$ cat config.mk
export PLATFORM = sky130hd
export DESIGN_NAME = point_in_polygon_test_unit
export DESIGN_NICKNAME = d
export VERILOG_FILES = /design/src/hw/rtl/ppt_pkg.sv /design/src/hw/rtl/ppt_front.sv /design/src/hw/rtl/ppt_queue.sv /design/src/hw/rtl/ppt_back.sv /design/src/hw/rtl/point_in_polygon_test_unit.sv
export SDC_FILE = /design/constraint.sdc
export NUM_CORES = 2
export LEC_CHECK = 0
export BUFFER_PORTS_ARGS = -buffer_cell sky130_fd_sc_hd__buf_2
export CORE_UTILIZATION = 38
export DETAILED_ROUTE_END_ITERATION = 6
export GPL_ROUTABILITY_DRIVEN = 0
export SYNTH_ARGS = -nofsm -noshare
export SYNTH_HDL_FRONTEND = slang
export SYNTH_SLANG_ARGS = --single-unit
$ cat constraint.sdc
create_clock -name clk -period 10.2 [get_ports clk]
set_input_delay 2.04 -clock clk [delete_from_list [all_inputs] [get_ports clk]]
set_output_delay 2.04 -clock clk [all_outputs]
set_load 0.01 [all_outputs]
$ cat src/hw/rtl/ppt_pkg.sv
// Shared types and constants for the point-in-polygon test unit.
// No dependencies; imported by every module of the block.
package ppt_pkg;

    // Vertices needed before a polygon counts as non-degenerate
    localparam logic [1:0] MIN_VERTICES = 2'd3;

    // Edge queue depth between the front and the back
    localparam int QUEUE_DEPTH = 4;

    // Per-edge control carried alongside the coordinates
    typedef struct packed {
        logic closing;  // closing edge of a polygon; result goes out after it
        logic degen;    // polygon had fewer than three vertices
    } ppt_flags_t;

    localparam int FLAGS_WIDTH = $bits(ppt_flags_t);

endpackage

$ cat src/hw/rtl/ppt_front.sv
// Front end: accepts vertex words, holds first/previous vertex and query point,
// and issues one edge job per edge. Depends on ppt_pkg.
module ppt_front #(
    parameter int COORD_WIDTH
) (
    input  logic                   clk,
    input  logic                   rst_n,
    input  logic                   in_valid,
    output logic                   in_stall,
    input  logic [COORD_WIDTH-1:0] vertex_x,
    input  logic [COORD_WIDTH-1:0] vertex_y,
    input  logic [COORD_WIDTH-1:0] query_x,
    input  logic [COORD_WIDTH-1:0] query_y,
    input  logic                   last,
    input  logic                   q_full,
    output logic                   q_push,
    output logic [COORD_WIDTH-1:0] xi,
    output logic [COORD_WIDTH-1:0] yi,
    output logic [COORD_WIDTH-1:0] xj,
    output logic [COORD_WIDTH-1:0] yj,
    output logic [COORD_WIDTH-1:0] px,
    output logic [COORD_WIDTH-1:0] py,
    output ppt_pkg::ppt_flags_t    flags
);
    import ppt_pkg::*;

    logic [COORD_WIDTH-1:0] first_x_reg, first_y_reg;
    logic [COORD_WIDTH-1:0] prev_x_reg, prev_y_reg;
    logic [COORD_WIDTH-1:0] qx_reg, qy_reg;
    logic [1:0]             count_reg, count_next;
    logic                   pending_reg, pending_next;

    logic accept;
    logic push_edge;
    logic push_close;

    // Closing edge is issued after the last vertex, once the queue is not full
    assign in_stall   = q_full || pending_reg;
    assign accept     = in_valid && !in_stall;
    assign push_edge  = accept && (count_reg != 2'd0);
    assign push_close = pending_reg && !q_full;
    assign q_push     = push_edge || push_close;

    always_comb
    begin
        count_next   = count_reg;
        pending_next = pending_reg;
        if (push_close)
        begin
            count_next   = 2'd0;
            pending_next = 1'b0;
        end
        else if (accept)
        begin
            if (count_reg != MIN_VERTICES)
                count_next = count_reg + 2'd1;
            pending_next = last;
        end
    end

    always_comb
    begin
        if (pending_reg)
        begin
            xi = first_x_reg;
            yi = first_y_reg;
        end
        else
        begin
            xi = vertex_x;
            yi = vertex_y;
        end
        xj            = prev_x_reg;
        yj            = prev_y_reg;
        px            = qx_reg;
        py            = qy_reg;
        flags.closing = pending_reg;
        flags.degen   = (count_reg != MIN_VERTICES);
    end

    always_ff @(posedge clk or negedge rst_n)
    begin
        if (!rst_n)
        begin
            count_reg   <= 2'd0;
            pending_reg <= 1'b0;
        end
        else
        begin
            count_reg   <= count_next;
            pending_reg <= pending_next;
        end
    end

    always_ff @(posedge clk)
    begin
        if (accept)
        begin
            prev_x_reg <= vertex_x;
            prev_y_reg <= vertex_y;
            if (count_reg == 2'd0)
            begin
                first_x_reg <= vertex_x;
                first_y_reg <= vertex_y;
                qx_reg      <= query_x;
                qy_reg      <= query_y;
            end
        end
    end

endmodule

$ cat src/hw/rtl/ppt_queue.sv
// Short FIFO of edge jobs between the front and the back.
// Depends on ppt_pkg for its depth.
module ppt_queue #(
    parameter int DATA_WIDTH
) (
    input  logic                  clk,
    input  logic                  rst_n,
    input  logic                  push,
    input  logic [DATA_WIDTH-1:0] wr_data,
    output logic                  full,
    input  logic                  pop,
    output logic                  empty,
    output logic [DATA_WIDTH-1:0] rd_data
);
    import ppt_pkg::*;

    localparam int PTR_WIDTH = $clog2(QUEUE_DEPTH);
    localparam int CNT_WIDTH = $clog2(QUEUE_DEPTH + 1);

    logic [DATA_WIDTH-1:0] entry_reg [QUEUE_DEPTH];
    logic [PTR_WIDTH-1:0]  wr_ptr_reg, rd_ptr_reg;
    logic [CNT_WIDTH-1:0]  fill_reg, fill_next;
    logic                  do_push, do_pop;

    assign full    = (fill_reg == CNT_WIDTH'(QUEUE_DEPTH));
    assign empty   = (fill_reg == '0);
    assign do_push = push && !full;
    assign do_pop  = pop && !empty;
    assign rd_data = entry_reg[rd_ptr_reg];

    always_comb
    begin
        fill_next = fill_reg;
        if (do_push && !do_pop)
            fill_next = fill_reg + 1'b1;
        else if (do_pop && !do_push)
            fill_next = fill_reg - 1'b1;
    end

    always_ff @(posedge clk or negedge rst_n)
    begin
        if (!rst_n)
        begin
            wr_ptr_reg <= '0;
            rd_ptr_reg <= '0;
            fill_reg   <= '0;
        end
        else
        begin
            if (do_push)
                wr_ptr_reg <= wr_ptr_reg + 1'b1;
            if (do_pop)
                rd_ptr_reg <= rd_ptr_reg + 1'b1;
            fill_reg <= fill_next;
        end
    end

    always_ff @(posedge clk)
    begin
        if (do_push)
            entry_reg[wr_ptr_reg] <= wr_data;
    end

endmodule

$ cat src/hw/rtl/ppt_back.sv
// Back end: three-stage edge crossing test (differences, cross products,
// compare), parity accumulation and the result register. Depends on ppt_pkg.
module ppt_back #(
    parameter int COORD_WIDTH
) (
    input  logic                   clk,
    input  logic                   rst_n,
    input  logic                   q_empty,
    output logic                   q_pop,
    input  logic [COORD_WIDTH-1:0] xi,
    input  logic [COORD_WIDTH-1:0] yi,
    input  logic [COORD_WIDTH-1:0] xj,
    input  logic [COORD_WIDTH-1:0] yj,
    input  logic [COORD_WIDTH-1:0] px,
    input  logic [COORD_WIDTH-1:0] py,
    input  ppt_pkg::ppt_flags_t    flags,
    output logic                   out_valid,
    input  logic                   out_stall,
    output logic                   inside_res,
    output logic                   degenerate
);
    import ppt_pkg::*;

    localparam int DW = COORD_WIDTH + 1;
    localparam int PW = 2 * DW;

    logic enable;

    // stage 1: differences
    logic                 s1_valid_reg;
    logic signed [DW-1:0] dxq_reg, dy_reg, dxe_reg, dyq_reg;
    logic                 s1_straddle_reg, s1_dypos_reg;
    ppt_flags_t           s1_flags_reg;

    // stage 2: cross products
    logic                 s2_valid_reg;
    logic signed [PW-1:0] lhs_reg, rhs_reg;
    logic                 s2_straddle_reg, s2_dypos_reg;
    ppt_flags_t           s2_flags_reg;

    // stage 3: compare, parity, result
    logic crossing;
    logic parity_reg, parity_next;
    logic out_valid_reg;
    logic inside_reg, degen_reg;

    logic signed [DW-1:0] sxi, syi, sxj, syj, spx, spy;

    assign enable = !out_valid_reg || !out_stall;
    assign q_pop  = enable && !q_empty;

    always_comb
    begin
        sxi = {xi[COORD_WIDTH-1], xi};
        syi = {yi[COORD_WIDTH-1], yi};
        sxj = {xj[COORD_WIDTH-1], xj};
        syj = {yj[COORD_WIDTH-1], yj};
        spx = {px[COORD_WIDTH-1], px};
        spy = {py[COORD_WIDTH-1], py};
    end

    // Crossing: qx < xi + (xj-xi)(qy-yi)/(yj-yi), cross-multiplied by dy
    always_comb
    begin
        if (s2_dypos_reg)
            crossing = s2_straddle_reg && (lhs_reg < rhs_reg);
        else
            crossing = s2_straddle_reg && (rhs_reg < lhs_reg);
        if (s2_flags_reg.closing)
            parity_next = 1'b0;
        else
            parity_next = parity_reg ^ crossing;
    end

    always_ff @(posedge clk or negedge rst_n)
    begin
        if (!rst_n)
        begin
            s1_valid_reg  <= 1'b0;
            s2_valid_reg  <= 1'b0;
            parity_reg    <= 1'b0;
            out_valid_reg <= 1'b0;
        end
        else if (enable)
        begin
            s1_valid_reg  <= q_pop;
            s2_valid_reg  <= s1_valid_reg;
            out_valid_reg <= s2_valid_reg && s2_flags_reg.closing;
            if (s2_valid_reg)
                parity_reg <= parity_next;
        end
    end

    always_ff @(posedge clk)
    begin
        if (enable)
        begin
            dxq_reg         <= spx - sxi;
            dy_reg          <= syj - syi;
            dxe_reg         <= sxj - sxi;
            dyq_reg         <= spy - syi;
            s1_straddle_reg <= (syi > spy) != (syj > spy);
            s1_dypos_reg    <= (syj > syi);
            s1_flags_reg    <= flags;

            lhs_reg         <= PW'(dxq_reg) * PW'(dy_reg);
            rhs_reg         <= PW'(dxe_reg) * PW'(dyq_reg);
            s2_straddle_reg <= s1_straddle_reg;
            s2_dypos_reg    <= s1_dypos_reg;
            s2_flags_reg    <= s1_flags_reg;

            if (s2_valid_reg && s2_flags_reg.closing)
            begin
                inside_reg <= !s2_flags_reg.degen && (parity_reg ^ crossing);
                degen_reg  <= s2_flags_reg.degen;
            end
        end
    end

    assign out_valid  = out_valid_reg;
    assign inside_res = inside_reg;
    assign degenerate = degen_reg;

endmodule

$ cat src/hw/rtl/point_in_polygon_test_unit.sv
// Top level of the even-odd point-in-polygon test unit.
// Depends on ppt_pkg, ppt_front, ppt_queue and ppt_back.
//
//  channel | handshake            | payload
//  --------+----------------------+---------------------------------------------
//  input   | in_valid / in_stall  | vertex_x, vertex_y, query_x, query_y, last
//  output  | out_valid/ out_stall | inside_res, degenerate
//
// One vertex word per cycle while the edge queue is not full; after a word with
// last set, input stalls while the front issues the closing edge to the queue.
// A result is valid after its closing edge passes from the queue through
// the three back stages (differences, cross products, compare).
// Reset clears counts, parity and valids; coordinates are not reset.
// in_stall rises when the edge queue is full and in the cycle after a last word;
// out_stall freezes the back end while out_valid is high.
module point_in_polygon_test_unit #(
    parameter int COORD_WIDTH = 16
) (
    input  logic                   clk,
    input  logic                   rst_n,
    input  logic                   in_valid,
    output logic                   in_stall,
    input  logic [COORD_WIDTH-1:0] vertex_x,
    input  logic [COORD_WIDTH-1:0] vertex_y,
    input  logic [COORD_WIDTH-1:0] query_x,
    input  logic [COORD_WIDTH-1:0] query_y,
    input  logic                   last,
    output logic                   out_valid,
    input  logic                   out_stall,
    output logic                   inside_res,
    output logic                   degenerate
);
    import ppt_pkg::*;

    localparam int JOB_WIDTH = 6 * COORD_WIDTH + FLAGS_WIDTH;

    logic                   q_full, q_empty, q_push, q_pop;
    logic [COORD_WIDTH-1:0] f_xi, f_yi, f_xj, f_yj, f_px, f_py;
    logic [COORD_WIDTH-1:0] b_xi, b_yi, b_xj, b_yj, b_px, b_py;
    ppt_flags_t             f_flags, b_flags;
    logic [JOB_WIDTH-1:0]   wr_job, rd_job;

    ppt_front #(
        .COORD_WIDTH (COORD_WIDTH)
    ) u_front (
        .clk      (clk),
        .rst_n    (rst_n),
        .in_valid (in_valid),
        .in_stall (in_stall),
        .vertex_x (vertex_x),
        .vertex_y (vertex_y),
        .query_x  (query_x),
        .query_y  (query_y),
        .last     (last),
        .q_full   (q_full),
        .q_push   (q_push),
        .xi       (f_xi),
        .yi       (f_yi),
        .xj       (f_xj),
        .yj       (f_yj),
        .px       (f_px),
        .py       (f_py),
        .flags    (f_flags)
    );

    assign wr_job = {f_flags, f_xi, f_yi, f_xj, f_yj, f_px, f_py};
    assign {b_flags, b_xi, b_yi, b_xj, b_yj, b_px, b_py} = rd_job;

    ppt_queue #(
        .DATA_WIDTH (JOB_WIDTH)
    ) u_queue (
        .clk     (clk),
        .rst_n   (rst_n),
        .push    (q_push),
        .wr_data (wr_job),
        .full    (q_full),
        .pop     (q_pop),
        .empty   (q_empty),
        .rd_data (rd_job)
    );

    ppt_back #(
        .COORD_WIDTH (COORD_WIDTH)
    ) u_back (
        .clk        (clk),
        .rst_n      (rst_n),
        .q_empty    (q_empty),
        .q_pop      (q_pop),
        .xi         (b_xi),
        .yi         (b_yi),
        .xj         (b_xj),
        .yj         (b_yj),
        .px         (b_px),
        .py         (b_py),
        .flags      (b_flags),
        .out_valid  (out_valid),
        .out_stall  (out_stall),
        .inside_res (inside_res),
        .degenerate (degenerate)
    );

endmodule
# Yosys cells after proc, flatten, opt, wreduce, memory -nomap -nowiden
# Memory sizes are Yosys's and may differ from the RTL's.
# Index checks and enable logic that the tools add are counted.
# classes
n_addsub,9
mul,2
order_cmp,5
n_eq_ne,3
n_mux,13
bitwise_logic,1
reduce_logical,33
# op_table
op,n
$lt 34x34->1,2
$mul 17x17->34,2
$sub 16x16->17,4
$gt 16x16->1,3
$mux 16,2
$logic_and 1x1->1,12
$logic_not 1->1,8
$reduce_and 2->1,4
$reduce_bool 2->1,4
$add 2x1->2 const B,3
$mux 1,6
$mux 2,3
$mux 3,2
$add 3x1->3 const B,1
$eq 3x3->1 const B,1
$logic_not 3->1,1
$logic_or 1x1->1,3
$sub 3x1->3 const B,1
$logic_not 2->1,1
$ne 2x2->1 const B,1
$ne 1x1->1,1
$xor 1x1->1,1
# totals
reg_bits,256
mem_bits_rw,392
inputBits,69
out_inout_bits,4
wordCells,98
mem_count,1
# mem_list
name,depth,word_bits,rd,rd_ports_with_merged_regs,write_ports,line_no,source
u_queue.entry_reg,4,98,1,0,1,ppt_queue.sv:20,logic [DATA_WIDTH-1:0] entry_reg [QUEUE_DEPTH];

# Depth between registers and ports, before layout
# logic_depth
depth_word,11
depth_mapped,23
mapped_depth_nobuf,22

# By module
# From an unflattened synthesis, not the netlist that was laid out.
# hier_totals
hier_cells,3821
area_unflattened_um2,48709.2
# modules_own_cells
module,instances,cells_each,area_each_um2,seq_area_each_um2
ppt_back,1,3115,30414.2,4484.3
ppt_queue,1,548,14662.8,11946.5
ppt_front,1,158,3632.2,2957.8

# Worst setup path after synthesis
# Ideal clock, no wire load.
# synth_timing
path_type,input to register
startpoint,in out_stall
endpoint,reg u_queue.fill_reg[1]
setup_ps,125
arrival_ps,6623
t_required_ps,10075
path_slack_ps,3453
stages,7
path_buffers,0
path_cell_list,nand2_1 -> o31a_1 -> inv_1 -> ha_1 -> inv_1 -> fa_1 -> mux2_2
# synth_via
elab_chain_cells,7
word_cells_on_any_way,9
classes_between,mux (1); reduce/logical (8)
# synth_lines
item,line_no,source
"start, declared",point_in_polygon_test_unit.sv:29,"input logic out_stall,"
$logic_not 1->1,ppt_back.sv:49,assign enable = !out_valid_reg || !out_stall;
$logic_or 1x1->1,ppt_back.sv:49,
$logic_and 1x1->1,ppt_back.sv:50,assign q_pop = enable && !q_empty;
$logic_and 1x1->1,ppt_queue.sv:28,assign do_pop = pop && !empty;
$logic_not 1->1,ppt_queue.sv:34,if (do_push && !do_pop)
$logic_and 1x1->1,ppt_queue.sv:34,
$mux 3,ppt_queue.sv:34,
net u_queue.fill_next[1],ppt_queue.sv:22,"logic [CNT_WIDTH-1:0] fill_reg, fill_next;"
"end signal, assigned",ppt_queue.sv:54,fill_reg <= fill_next;
"end, declared",ppt_queue.sv:22,
# The timed path passes the listed nets, and every way through them passes these cells.
# A chain may end at the register's enable or synchronous reset.

# Worst setup path after layout
# layout_timing
startpoint,reg u_back.dy_reg[2]
endpoint,reg u_back.lhs_reg[33] (data pin)
# layout_via
elab_chain_cells,1
# layout_lines
item,line_no,source
"start, declared",ppt_back.sv:31,"logic signed [DW-1:0] dxq_reg, dy_reg, dxe_reg, dyq_reg;"
"start signal, assigned",ppt_back.sv:99,dy_reg <= syj - syi;
$mul 17x17->34,ppt_back.sv:106,lhs_reg <= PW'(dxq_reg) * PW'(dy_reg);
"end signal, assigned",ppt_back.sv:106,
"end, declared",ppt_back.sv:37,"logic signed [PW-1:0] lhs_reg, rhs_reg;"
# No other way between the ends.

==> impl_metrics.sql <==
INSERT INTO impl_metrics (metric_group, metric, value, unit) VALUES
('synth', 'synth.yosys.warnings', '0', ''),
('sta', 'worstMarginPinSlew', '0.964', 'ns'),
('critical_path', 'reg2reg_slack', '3.19', 'ns'),
('synth', 'ys_ff_latch', '648', ''),
('global_routing', 'grt_start_max_net_pins', '76', ''),
('clock_tree', 'cts.repair.resized', '0', ''),
('sta', 'timing.final.hold_violations', '0', ''),
('clock_tree', 'cts_tree', 'yes', ''),
('synth', 'syn_nets', '4790', ''),
('clock_tree', 'ctsHtreeMaxLevel', '3', ''),
('sta', 'timing.final.crit_period', '7.01', 'ns'),
('synth', 'synth_seq_area_share', '40.0', '%'),
('cells_and_area', 'utilization', '41.9', '%'),
('drt', 'detailroute.via_count', '27800', ''),
('floorplanning', 'std_cell_rows', '130', ''),
('global_routing', 'grt_pass1_vias', '29900', ''),
('critical_path', 'nature_of_the_critical_path_startpoint', 'register', ''),
('critical_path', 'critical_path.n_buffers_inverters', '3', ''),
('drt', 'drt.antenna.violating_nets', '0', ''),
('cells_and_area', 'final_nets', '4851', ''),
('clock_tree', 'post_cts.repair.setup_buffers', '0', ''),
('drt', 'dr.first_iter.drc_count', '1575', ''),
('synth', 'postSynthCellCount', '3831', ''),
('outcome', 'violated_checks', 'DRC', ''),
('cells_and_area', 'antenna_cells', '0', ''),
('critical_path', 'worstSetupEndpointType', 'register', ''),
('sta', 'final.setup.tns', '0', 'ns'),
('placement', 'dp.cells', '5471', ''),
('synth', 'syn-cell-area', '0.0484', 'mm^2'),
('floorplanning', 'die_width', '359', 'um'),
('placement', 'number_of_i_o_port_buffers', '72', ''),
('clock_tree', 'clk_pin_slew_worst_paths', '0.06', 'ns'),
('job', 'max_cap_viol_count', '0', ''),
('cells_and_area', 'largest_register_ffs', '392', ''),
('placement', 'hpwlAfterDp', '78.1', 'mm'),
('global_routing', 'grt_overflow_total', '0', ''),
('sta', 'clock_skew_after_layout', '0.0396', 'ns'),
('critical_path', 'timing.critical_path.cells', 'nand2_1, inv_1, fa_1, fa_1, fa_1, fa_1, fa_1, inv_1, fa_1, inv_1, ha_1, a2111oi_0, o21ai_0, a41oi_1, o21ai_0, a2111oi_4, nor2_2, a221oi_2, xnor2_1', ''),
('sta', 'fin_max_slew_vios', '0', ''),
('cells_and_area', 'number_of_non_filler_instances_in_the_completed_layout', '5593', ''),
('sta', 'setup_repair_after_global_routing_missed_its_margin', 'no', ''),
('clock_tree', 'cts_buffers', '69', ''),
('synth', 'async_flop_share', '2.16', '%'),
('clock_tree', 'clock-root-buffer', 'sky130_fd_sc_hd__clkbuf_16', ''),
('sta', 'period_share', '68.7', '%'),
('critical_path', 'rr_worst_depth', '19', ''),
('clock_tree', 'insertion_delay_of_the_later_clocked_pin_in_the_worst_skew_pair', '0.63', 'ns'),
('clock_tree', 'cts_hold_buffers', '0', ''),
('sta', 'timing.slew.headroom', '35.8', '%'),
('outcome', 'run_status', 'complete, but fails checks', ''),
('min_path', 'hold_path.startpoint', 'u_back.s1_flags_reg[0]', ''),
('clock_tree', 'clock_path_buffers', '3', ''),
('min_path', 'timing.hold.worst_endpoint', 'u_back.s2_flags_reg[0]', ''),
('critical_path', 'critPathMostFrequentCell', 'sky130_fd_sc_hd__fa_1', ''),
('min_path', 'min_path_type', 'register to register', ''),
('critical_path', 'worst_path_dominant_cell_family', 'adder cells', ''),
('floorplanning', 'die-height', '359', 'um'),
('drt', 'sum_of_routed_wire_length_over_all_layers', '103', 'mm'),
('floorplanning', 'core-area', '0.126', 'mm^2'),
('cells_and_area', 'share_of_final_layout_standard_cells_stronger_than_drive_strength_1', '8.70', '%'),
('drt', 'drcViolationCount', '1', ''),
('floorplanning', 'initial_core_util', '38.4', '%'),
('critical_path', 'crit_path_max_fanout', '17', ''),
('floorplanning', 'top_level_ports', '73', ''),
('drt', 'post_drt_via_cell_ratio', '4.97', ''),
('critical_path', 'longest_individual_stage_delay_on_the_worst_path', '0.75', 'ns'),
('clock_tree', 'clkSinkCount', '648', ''),
('drt', 'wire_per_inst', '18.4', 'um'),
('drt', 'firstDrtPassIters', '7', ''),
('cells_and_area', 'areaGrowthSynthToFinish', '9.08', '%'),
('synth', 'avgSynthCellArea', '12.6', 'um^2');
[how the worst max path moves through the flow]
stage	from	endpoint	slack [ns]	depth (start not counted)
6_report	u_back.dy_reg[2]	u_back.lhs_reg[33]	3.19	19
5_1_grt	u_back.dy_reg[2]	u_back.lhs_reg[33]	2.79	19
4_1_cts	u_back.dy_reg[2]	u_back.lhs_reg[33]	3.22	19
3_5_place_dp	u_back.dy_reg[2]	u_back.lhs_reg[33]	3.28	19
3_3_place_gp	u_back.dy_reg[2]	u_back.lhs_reg[33]	3.33	19
2_1_floorplan	out_stall	u_queue.fill_reg[1]	3.45	7
[cells in the final DEF (no fill, tap or decap), types with 7 or more instances in the layout]
cell / instances
sky130_fd_sc_hd__and3_1: 19
sky130_fd_sc_hd__o21a_1: 20
sky130_fd_sc_hd__mux2_2: 34
sky130_fd_sc_hd__buf_4: 18
sky130_fd_sc_hd__clkbuf_1: 20
sky130_fd_sc_hd__buf_2: 72
sky130_fd_sc_hd__ha_1: 293
sky130_fd_sc_hd__inv_1: 730
sky130_fd_sc_hd__o21ai_0: 62
sky130_fd_sc_hd__o211ai_1: 10
sky130_fd_sc_hd__nand2b_1: 24
sky130_fd_sc_hd__mux4_2: 98
sky130_fd_sc_hd__nand4_1: 9
sky130_fd_sc_hd__clkbuf_16: 69
sky130_fd_sc_hd__fa_1: 597
sky130_fd_sc_hd__edfxtp_1: 634
sky130_fd_sc_hd__nor2_1: 100
sky130_fd_sc_hd__a31oi_1: 11
sky130_fd_sc_hd__clkinv_2: 7
sky130_fd_sc_hd__nor3_1: 43
sky130_fd_sc_hd__a211oi_1: 10
sky130_fd_sc_hd__xnor2_1: 93
sky130_fd_sc_hd__a21oi_1: 82
sky130_fd_sc_hd__and2_1: 302
sky130_fd_sc_hd__o21bai_1: 9
sky130_fd_sc_hd__nand2_1: 304
sky130_fd_sc_hd__or3_1: 12
sky130_fd_sc_hd__nor2b_1: 25
sky130_fd_sc_hd__xor2_1: 25
sky130_fd_sc_hd__dfrtp_1: 11
sky130_fd_sc_hd__nand3_1: 33
sky130_fd_sc_hd__clkinv_1: 9
sky130_fd_sc_hd__a21o_1: 31
[worst reg2reg max path, delay by kind of cell, from the launching register on]
kind                       cells  cell delay [ns]
buffers and inverters          3             0.20
and+or+nand+nor                2             0.31
DFF                            1             0.66
adders and majority gates      7             3.59
AOI/OAI and AO/OA              6             1.89
xor gates and xnor gates       1             0.09
[cells by family (layout without fill, tap and decap cells)]
logic type / Yosys count / in the layout / share of synthesized area (%)
AOI/OAI and AO/OA: 303 / 303 / 4.20
muxes: 135 / 135 / 5.41
xor gates and xnor gates: 118 / 118 / 2.13
buffers and inverters: 830 / 942 / 6.43
and+or+nand+nor: 907 / 907 / 9.53
adders and majority gates: 890 / 890 / 32.3
DFF: 648 / 648 / 40.0
[metrics by stage]
step / hold slack, ns / instance area [um^2] / worst slack [ns]
detailed placement: 0.413 / 50600 / 3.28
floorplan: 0.400 / 48400 / 3.45
global route: 0.440 / 52800 / 2.79
finish: 0.436 / 52800 / 3.19
global placement: 0.406 / 50600 / 3.33
CTS: 0.428 / 52800 / 3.22
[Yosys cell counts, types with 4 or more instances]
cell	number	share of area, %
sky130_fd_sc_hd__buf_1	17	0.13
sky130_fd_sc_hd__nand4_1	9	0.12
sky130_fd_sc_hd__mux2_2	34	0.79
sky130_fd_sc_hd__o31a_1	5	0.090
sky130_fd_sc_hd__and4_1	4	0.072
sky130_fd_sc_hd__fa_1	597	25
sky130_fd_sc_hd__a31oi_1	11	0.14
sky130_fd_sc_hd__nor2b_1	25	0.32
sky130_fd_sc_hd__ha_1	293	7.6
sky130_fd_sc_hd__o21a_1	20	0.31
sky130_fd_sc_hd__nand2b_1	24	0.31
sky130_fd_sc_hd__edfxtp_1	634	39
sky130_fd_sc_hd__nor2_1	100	0.78
sky130_fd_sc_hd__or2_2	6	0.078
sky130_fd_sc_hd__a21oi_1	82	0.85
sky130_fd_sc_hd__o211ai_1	10	0.16
sky130_fd_sc_hd__clkbuf_1	83	0.64
sky130_fd_sc_hd__a21boi_0	4	0.062
sky130_fd_sc_hd__a21o_1	31	0.48
sky130_fd_sc_hd__o21ai_0	62	0.64
sky130_fd_sc_hd__mux4_2	98	4.6
sky130_fd_sc_hd__nor3_1	43	0.44
sky130_fd_sc_hd__nor4_1	6	0.078
sky130_fd_sc_hd__o21bai_1	9	0.14
sky130_fd_sc_hd__o31ai_1	5	0.078
sky130_fd_sc_hd__or3_1	12	0.16
sky130_fd_sc_hd__and3_1	20	0.26
sky130_fd_sc_hd__xnor2_1	93	1.7
sky130_fd_sc_hd__a41o_1	4	0.083
sky130_fd_sc_hd__nand2_1	305	2.4
sky130_fd_sc_hd__and2_1	307	4.0
sky130_fd_sc_hd__a211oi_1	10	0.16
sky130_fd_sc_hd__dfrtp_1	14	0.72
sky130_fd_sc_hd__nand3_1	33	0.34
sky130_fd_sc_hd__inv_1	730	5.7
sky130_fd_sc_hd__xor2_1	25	0.45
[final cells by class]
type | count | area (um^2)
inverters | 730 | 2740
clock buffers | 89 | 1800
repair buffers | 90 | 495
multi-input cells | 2353 | 25900
well taps | 1650 | 2060
flip-flops and latches | 648 | 19400
clock inverters | 33 | 377
fillers | 11700 | 73200
[routing by layer]
layer | wire length (um) | GRT usage (%)
met4 | 1880 | 3.72
met5 | 0 | 0
met2 | 51400 | 28.7
met1 | 46100 | 21.9
met3 | 3780 | 1.83
Power is not shown: default switching activity piles up to over one toggle a cycle in this logic, so the estimate is an artifact.
